### src/rtl/h2r_pkg.sv
// Shared constants and types for the HSV to RGB 3-3-2 pixel converter.
package h2r_pkg;

    localparam int FRAC_BITS = 8;
    localparam int ONE       = 1 << FRAC_BITS;

    // Fixed field widths of the ports
    localparam int HUE_W   = 9;
    localparam int IN_W    = 9;
    localparam int COLOR_W = 8;

    // Hue sector arithmetic
    localparam int SECT_DEG = 60;
    localparam int WT_W     = 6;                     // holds 0..60

    // inner = s*w + 60*(ONE - s) <= 60*ONE
    localparam int INNER_W  = FRAC_BITS + 6;
    localparam int NUM_W    = INNER_W + IN_W;
    localparam int SCALE_W  = 3;
    localparam int SCALED_W = NUM_W + SCALE_W;

    // t = floor(num*k / ONE^2) stays <= 7*60
    localparam int T_W      = 9;
    localparam int Q_W      = 3;

    // floor(t/60) as (t*RECIP) >> RECIP_SH, exact for t <= 420
    localparam int RECIP    = 1093;
    localparam int RECIP_W  = 11;
    localparam int RECIP_SH = 16;
    localparam int QPROD_W  = T_W + RECIP_W;

    localparam logic [SCALE_W-1:0] SCALE_RG = 3'd7;
    localparam logic [SCALE_W-1:0] SCALE_B  = 3'd3;

    typedef enum logic [2:0] {
        SECT_0,
        SECT_1,
        SECT_2,
        SECT_3,
        SECT_4,
        SECT_5,
        SECT_GREY
    } sector_t;

endpackage

### src/rtl/hsv_to_rgb332.sv
// HSV to RGB 3-3-2 converter, top level with the hue sector stages.
// One pixel word in and one packed pixel out per clock while the output is not
// stalled, through five register stages: sector decode, channel weights, value
// multiply, depth scale, and divide by 60. Saturation and value
// above 1.0 are clamped; a hue of 360 or more yields a grey level. The whole
// pipeline advances together, so it holds only while the output word waits.
module hsv_to_rgb332 (
    input  logic                          aclk,
    input  logic                          aresetn,
    input  logic                          s_valid,
    output logic                          s_ready,
    input  logic [h2r_pkg::HUE_W-1:0]     s_hue_deg,
    input  logic [h2r_pkg::IN_W-1:0]      s_saturation,
    input  logic [h2r_pkg::IN_W-1:0]      s_brightness,
    output logic                          m_valid,
    input  logic                          m_ready,
    output logic [h2r_pkg::COLOR_W-1:0]   m_color_332
);

    logic en;

    // stage 1
    logic                            vld1_reg;
    logic [h2r_pkg::IN_W-1:0]        sat1_reg, sat1_next;
    logic [h2r_pkg::IN_W-1:0]        val1_reg, val1_next;
    h2r_pkg::sector_t                sect1_reg, sect1_next;
    logic [h2r_pkg::WT_W-1:0]        frac1_reg, frac1_next;
    logic [h2r_pkg::HUE_W-1:0]       hue_off;

    // stage 2
    logic                            vld2_reg;
    logic [h2r_pkg::IN_W-1:0]        val2_reg;
    logic [h2r_pkg::INNER_W-1:0]     inr_reg, inr_next;
    logic [h2r_pkg::INNER_W-1:0]     ing_reg, ing_next;
    logic [h2r_pkg::INNER_W-1:0]     inb_reg, inb_next;
    logic [h2r_pkg::WT_W-1:0]        wx, wr, wg, wb;
    logic [h2r_pkg::INNER_W-1:0]     base;

    // stages 3..5 valid
    logic vld3_reg, vld4_reg, vld5_reg;

    logic [h2r_pkg::Q_W-1:0] lvl_r, lvl_g, lvl_b;

    assign en      = !vld5_reg || m_ready;
    assign s_ready = en;
    assign m_valid = vld5_reg;

    // Stage 1: clamp and sector decode
    always_comb begin
        sat1_next = (32'(s_saturation) > h2r_pkg::ONE) ?
                    h2r_pkg::IN_W'(h2r_pkg::ONE) : s_saturation;
        val1_next = (32'(s_brightness) > h2r_pkg::ONE) ?
                    h2r_pkg::IN_W'(h2r_pkg::ONE) : s_brightness;
        if (s_hue_deg < 9'd60) begin
            sect1_next = h2r_pkg::SECT_0;
            hue_off    = 9'd0;
        end else if (s_hue_deg < 9'd120) begin
            sect1_next = h2r_pkg::SECT_1;
            hue_off    = 9'd60;
        end else if (s_hue_deg < 9'd180) begin
            sect1_next = h2r_pkg::SECT_2;
            hue_off    = 9'd120;
        end else if (s_hue_deg < 9'd240) begin
            sect1_next = h2r_pkg::SECT_3;
            hue_off    = 9'd180;
        end else if (s_hue_deg < 9'd300) begin
            sect1_next = h2r_pkg::SECT_4;
            hue_off    = 9'd240;
        end else if (s_hue_deg < 9'd360) begin
            sect1_next = h2r_pkg::SECT_5;
            hue_off    = 9'd300;
        end else begin
            sect1_next = h2r_pkg::SECT_GREY;
            hue_off    = s_hue_deg;
        end
        frac1_next = h2r_pkg::WT_W'(s_hue_deg - hue_off);
    end

    // Stage 2: per-channel weight (60, ramp or 0) folded with the offset term
    always_comb begin
        wx = frac1_reg;
        wr = '0;
        wg = '0;
        wb = '0;
        case (sect1_reg)
            h2r_pkg::SECT_0: begin
                wr = h2r_pkg::WT_W'(h2r_pkg::SECT_DEG);
                wg = wx;
            end
            h2r_pkg::SECT_1: begin
                wx = h2r_pkg::WT_W'(h2r_pkg::SECT_DEG) - frac1_reg;
                wr = wx;
                wg = h2r_pkg::WT_W'(h2r_pkg::SECT_DEG);
            end
            h2r_pkg::SECT_2: begin
                wg = h2r_pkg::WT_W'(h2r_pkg::SECT_DEG);
                wb = wx;
            end
            h2r_pkg::SECT_3: begin
                wx = h2r_pkg::WT_W'(h2r_pkg::SECT_DEG) - frac1_reg;
                wg = wx;
                wb = h2r_pkg::WT_W'(h2r_pkg::SECT_DEG);
            end
            h2r_pkg::SECT_4: begin
                wr = wx;
                wb = h2r_pkg::WT_W'(h2r_pkg::SECT_DEG);
            end
            h2r_pkg::SECT_5: begin
                wx = h2r_pkg::WT_W'(h2r_pkg::SECT_DEG) - frac1_reg;
                wr = h2r_pkg::WT_W'(h2r_pkg::SECT_DEG);
                wb = wx;
            end
            default: begin
                wx = '0;
            end
        endcase
        // offset share: 60*(ONE - s)
        base = h2r_pkg::INNER_W'(h2r_pkg::SECT_DEG) *
               (h2r_pkg::INNER_W'(h2r_pkg::ONE) - h2r_pkg::INNER_W'(sat1_reg));
        inr_next = h2r_pkg::INNER_W'(sat1_reg) * h2r_pkg::INNER_W'(wr) + base;
        ing_next = h2r_pkg::INNER_W'(sat1_reg) * h2r_pkg::INNER_W'(wg) + base;
        inb_next = h2r_pkg::INNER_W'(sat1_reg) * h2r_pkg::INNER_W'(wb) + base;
    end

    always_ff @(posedge aclk) begin
        if (!aresetn) begin
            vld1_reg <= 1'b0;
            vld2_reg <= 1'b0;
            vld3_reg <= 1'b0;
            vld4_reg <= 1'b0;
            vld5_reg <= 1'b0;
        end else if (en) begin
            vld1_reg <= s_valid;
            vld2_reg <= vld1_reg;
            vld3_reg <= vld2_reg;
            vld4_reg <= vld3_reg;
            vld5_reg <= vld4_reg;
        end
    end

    always_ff @(posedge aclk) begin
        if (en) begin
            sat1_reg  <= sat1_next;
            val1_reg  <= val1_next;
            sect1_reg <= sect1_next;
            frac1_reg <= frac1_next;
            val2_reg  <= val1_reg;
            inr_reg   <= inr_next;
            ing_reg   <= ing_next;
            inb_reg   <= inb_next;
        end
    end

    h2r_chan u_chan_r (
        .aclk  (aclk),
        .en    (en),
        .val   (val2_reg),
        .inner (inr_reg),
        .scale (h2r_pkg::SCALE_RG),
        .level (lvl_r)
    );

    h2r_chan u_chan_g (
        .aclk  (aclk),
        .en    (en),
        .val   (val2_reg),
        .inner (ing_reg),
        .scale (h2r_pkg::SCALE_RG),
        .level (lvl_g)
    );

    h2r_chan u_chan_b (
        .aclk  (aclk),
        .en    (en),
        .val   (val2_reg),
        .inner (inb_reg),
        .scale (h2r_pkg::SCALE_B),
        .level (lvl_b)
    );

    assign m_color_332 = {lvl_r, lvl_g, lvl_b[1:0]};

endmodule

### src/rtl/h2r_chan.sv
// One color channel: scale by value, by channel depth, then divide by 60.
module h2r_chan (
    input  logic                          aclk,
    input  logic                          en,
    input  logic [h2r_pkg::IN_W-1:0]      val,
    input  logic [h2r_pkg::INNER_W-1:0]   inner,
    input  logic [h2r_pkg::SCALE_W-1:0]   scale,
    output logic [h2r_pkg::Q_W-1:0]       level
);

    logic [h2r_pkg::NUM_W-1:0]    num_reg,  num_next;
    logic [h2r_pkg::T_W-1:0]      t_reg,    t_next;
    logic [h2r_pkg::Q_W-1:0]      q_reg,    q_next;
    logic [h2r_pkg::SCALED_W-1:0] scaled;
    logic [h2r_pkg::QPROD_W-1:0]  qprod;

    always_comb begin
        num_next = h2r_pkg::NUM_W'(val) * h2r_pkg::NUM_W'(inner);
        scaled   = h2r_pkg::SCALED_W'(num_reg) * h2r_pkg::SCALED_W'(scale);
        t_next   = scaled[2*h2r_pkg::FRAC_BITS +: h2r_pkg::T_W];
        qprod    = h2r_pkg::QPROD_W'(t_reg) * h2r_pkg::QPROD_W'(h2r_pkg::RECIP);
        q_next   = qprod[h2r_pkg::RECIP_SH +: h2r_pkg::Q_W];
    end

    always_ff @(posedge aclk) begin
        if (en) begin
            num_reg <= num_next;
            t_reg   <= t_next;
            q_reg   <= q_next;
        end
    end

    assign level = q_reg;

endmodule

### config.mk
export PLATFORM = sky130hd
export DESIGN_NAME = hsv_to_rgb332
export DESIGN_NICKNAME = d
export VERILOG_FILES = /design/src/rtl/h2r_pkg.sv /design/src/rtl/hsv_to_rgb332.sv /design/src/rtl/h2r_chan.sv
export SDC_FILE = /design/constraint.sdc
export NUM_CORES = 2
export LEC_CHECK = 0
export BUFFER_PORTS_ARGS = -buffer_cell sky130_fd_sc_hd__buf_2
export CORE_UTILIZATION = 35
export CTS_CLUSTER_SIZE = 12
export DETAILED_ROUTE_END_ITERATION = 6
export GPL_TIMING_DRIVEN = 0
export PLACE_DENSITY = 0.57
export SLEW_MARGIN = 30
export SYNTH_ARGS = -nofsm -noshare
export SYNTH_HDL_FRONTEND = slang
export SYNTH_SLANG_ARGS = --single-unit
### constraint.sdc
create_clock -name aclk -period 6.8 [get_ports aclk]
set_clock_uncertainty 0.1 [all_clocks]
set_input_delay 0.34 -clock aclk [delete_from_list [all_inputs] [get_ports aclk]]
set_output_delay 0.34 -clock aclk [all_outputs]
set_load 0.005 [all_outputs]
==> flow_metrics.tcl <==
set metrics [dict create \
    outcome "finished, final reports clean" \
    cpMaxStageDelayCell "fa_1" \
    first_iter_violations 953 \
    fin_area_um2 31600 \
    gp_congestion 0.8430 \
    tightestPinTransition_ns 1.019 \
    met3WireLength_um 1884 \
    postSynthAreaPerCell_um2 9.989 \
    port-buffer-count 37 \
    synth_cell_types 77 \
    syn-cell-area_um2 29080 \
    ios 41 \
    clock-sinks 187 \
    grt_use_total_pct 15.59 \
    clock.fmax_mhz 153.5 \
    synth_mux_area_share_pct 0.2194 \
    core.rowCount 105 \
    post-route-period-util_pct 95.81 \
    firstDrtPassIters 5 \
    cts_buffers 17 \
    wl_met2_um 28170 \
    die_width_um 290.2 \
    maxUsedRoutingLayer "met4" \
    synth_area_leaders "fa_1 (31%), edfxtp_1 (19%), ha_1 (16%)" \
    synth-compound-area-share_pct 6.970 \
    overflow 0 \
    worst_setup_path_start_kind "flop" \
    insertion_delay_ns 0.52 \
    finalNetCount 3848 \
    place_ws_ns -0.7377 \
    cts_max_level 4 \
    setup_viol 0 \
    critical-path-max-stage-delay_ns 0.51 \
    maxSlewHeadroom_pct 32.09 \
    fp.coreArea_um2 82110 \
    cap_violations 0 \
    rr_endpoint "inr_reg[12]$_DFFE_PP_" \
    synth-xor-area-share_pct 4.277 \
    grt_pass1_vias 20180 \
    place_hpwl_um 50130 \
    ys_seq_area_share_pct 19.14 \
    synth_edf_count 182 \
    drt-met1-wl_um 30080 \
    netlist_instances 2911 \
    drv_slew 0 \
    r2r_setup_slack_ns 0.29 \
    finalHoldViolCount 0 \
    ys_warn_count 0 \
    placed_area_um2 30730 \
    antenna_left 0 \
    drive_above_1_share_pct 4.060 \
    synth_top_family_by_area "adder cells" \
    drt-total-wl_um 61440 \
    syn_nets 3767 \
    viasPerCell 4.795 \
    synth_simple_gate_area_share_pct 14.78 \
    root_buffer "clkbuf_16" \
    critPathCaptureType "flop" \
    drcViolationCount 0 \
    num_antenna_cells 0 \
    r2r-start "sat1_reg[0]$_SDFFCE_PN0P_" \
    final_common_cell "inv_1" \
    cts_tree "built" \
    wl_per_cell_um 15.08 \
    ys_ff_latch 187 \
    synthArstFlopShare_pct 0 \
    via_count 19540 \
    fin_ws_ns 0.2852 \
    grt_pass1_wl_um 104200 \
    synth_top_flop_cell "edfxtp_1" \
    startpoint "sat1_reg[0]$_SDFFCE_PN0P_" \
    initial_core_util_pct 35.41 \
    grt_max_degree 48 \
    placed_cells 4022 \
    hp-class "in -> reg" \
    final_cell_mix "inv_1 (484), fa_1 (447), ha_1 (378)" \
    synth_area_leader_cell "fa_1" \
    cts_buffer_depth 2 \
    crit_type "reg -> reg" \
    cp_data_required_time_ns 6.96 \
    path_clk_slew_ns 0.09 \
    dieArea_um2 84240 \
    dieHeight_um 290.2 \
    cp_data_arrival_time_ns 6.68 \
    fin_crit_ns 6.515 \
    cp_cell_sequence "clkbuf_2 > inv_1 > ha_1 > xnor2_1 > inv_1 > fa_1 > fa_1 > inv_1 > ha_1 > nor2b_1 > o21ai_0 > a21boi_1 > o21a_1 > o21ai_1 > nand2b_1 > a21oi_1 > xnor2_2 > buf_4 > fa_1 > ha_1 > clkbuf_1 > mux2i_1 > o211ai_1 > a311o_1" \
    grt_antenna_before_repair 2 \
    fin_cells 4075 \
    syn2layout_area_growth_pct 8.657 \
    synthAdderAreaFrac_pct 47.04 \
    rr_worst_depth 24 \
    synth_top_area_share_pct 30.77 \
    crit_fanout 10 \
    crit_end "inr_reg[12]$_DFFE_PP_" \
]
worst min-delay path by stage:
stage / startpoint / endpoint / slack, ns / cells past startpoint
6_report: s_brightness[5] / val1_reg[5]$_SDFFCE_PN0P_ / 0.05 / 2
5_1_grt: s_brightness[5] / val1_reg[5]$_SDFFCE_PN0P_ / 0.03 / 2
4_1_cts: s_brightness[3] / val1_reg[3]$_SDFFCE_PN0P_ / 0.005 / 2
3_5_place_dp: val1_reg[6]$_SDFFCE_PN0P_ / val2_reg[6]$_DFFE_PP_ / 0.30 / 0
3_3_place_gp: val1_reg[2]$_SDFFCE_PN0P_ / val2_reg[2]$_DFFE_PP_ / 0.30 / 0
2_1_floorplan: val1_reg[0]$_SDFFCE_PN0P_ / val2_reg[0]$_DFFE_PP_ / 0.30 / 0
final cells by class:
type	instances	area (um^2)
inverter	486	1824
clock inverter	13	153.9
clock buffer	19	432.9
multi-input combinational	2137	21420
timing repair buffer	63	478.0
tap	1070	1339
fill	8050	50510
sequential	187	5565
buffer	100	384.1
through the flow:
| step | hold WS (ns) | setup TNS (ns) | utilization, % |
|---|---|---|---|
| 4_1_cts | 0.004706 | 0 | 38.40 |
| 3_5_place_dp | 0.3045 | -4.334 | 37.42 |
| 5_1_grt | 0.03157 | -0.02908 | 38.48 |
| 2_1_floorplan | 0.3003 | 0 | - |
| 6_report | 0.04863 | 0 | 38.48 |
| 3_3_place_gp | 0.3012 | -433.62 | 37.27 |
repair_timing:
| item | CTS | global route |
|---|---|---|
| endpoints found under the setup margin | 9 | 6 |
| pin swaps | 0 | 1 |
| endpoints found under the hold margin | 19 | 0 |
| buffers inserted | 1 | 5 |
| hold buffers | 16 | 0 |
| resized for setup | 7 | 8 |
metal layers:
metal | global-route usage, % | vias up
met5 | 0 | -
met4 | 4.709 | 0
met3 | 2.080 | 56
met2 | 25.27 | 280
met1 | 21.64 | 9686
li1 | - | 9518
cell families after synthesis:
family	count (synthesis)
AOI/OAI and AO/OA	301
xor gates and xnor gates	139
adders and majority gates	825
buffers and inverters	587
DFF	187
muxes	6
and+or+nand+nor	866
critical path, delay by kind of cell (launching register included):
kind | cells | cell delay [ns]
AND/OR/NAND/NOR | 2 | 0.21
flip-flops | 1 | 0.48
buffers and inverters | 6 | 1.13
multiplexers | 1 | 0.23
adder cells (fa/ha/maj) | 6 | 2.28
AO/OA/AOI/OAI | 7 | 1.37
XOR/XNOR | 2 | 0.43
synth_stat cells, types with 5 or more instances:
library cell	number
o21ai_0	22
nor4_1	9
nor2_1	90
o211ai_1	6
mux2i_1	5
dfxtp_1	5
xor2_1	37
a211oi_1	15
nand2b_1	26
a21oi_1	93
edfxtp_1	182
nand2_1	354
nand3b_1	6
o21bai_1	10
fa_1	447
nand3_1	22
inv_1	484
and2_1	214
or2_2	8
a21boi_0	5
buf_1	19
o21a_1	15
a2111oi_0	6
clkbuf_1	81
nor3_1	35
and3_1	16
o21ai_1	20
xnor2_1	100
ha_1	378
a31oi_1	17
or3_1	8
a21o_1	36
nand4_1	6
nor2b_1	58
o31ai_1	5
Power is left out: the tool's default activity adds up to more than one toggle a clock period on the data nets, which glitch-free logic cannot reach.
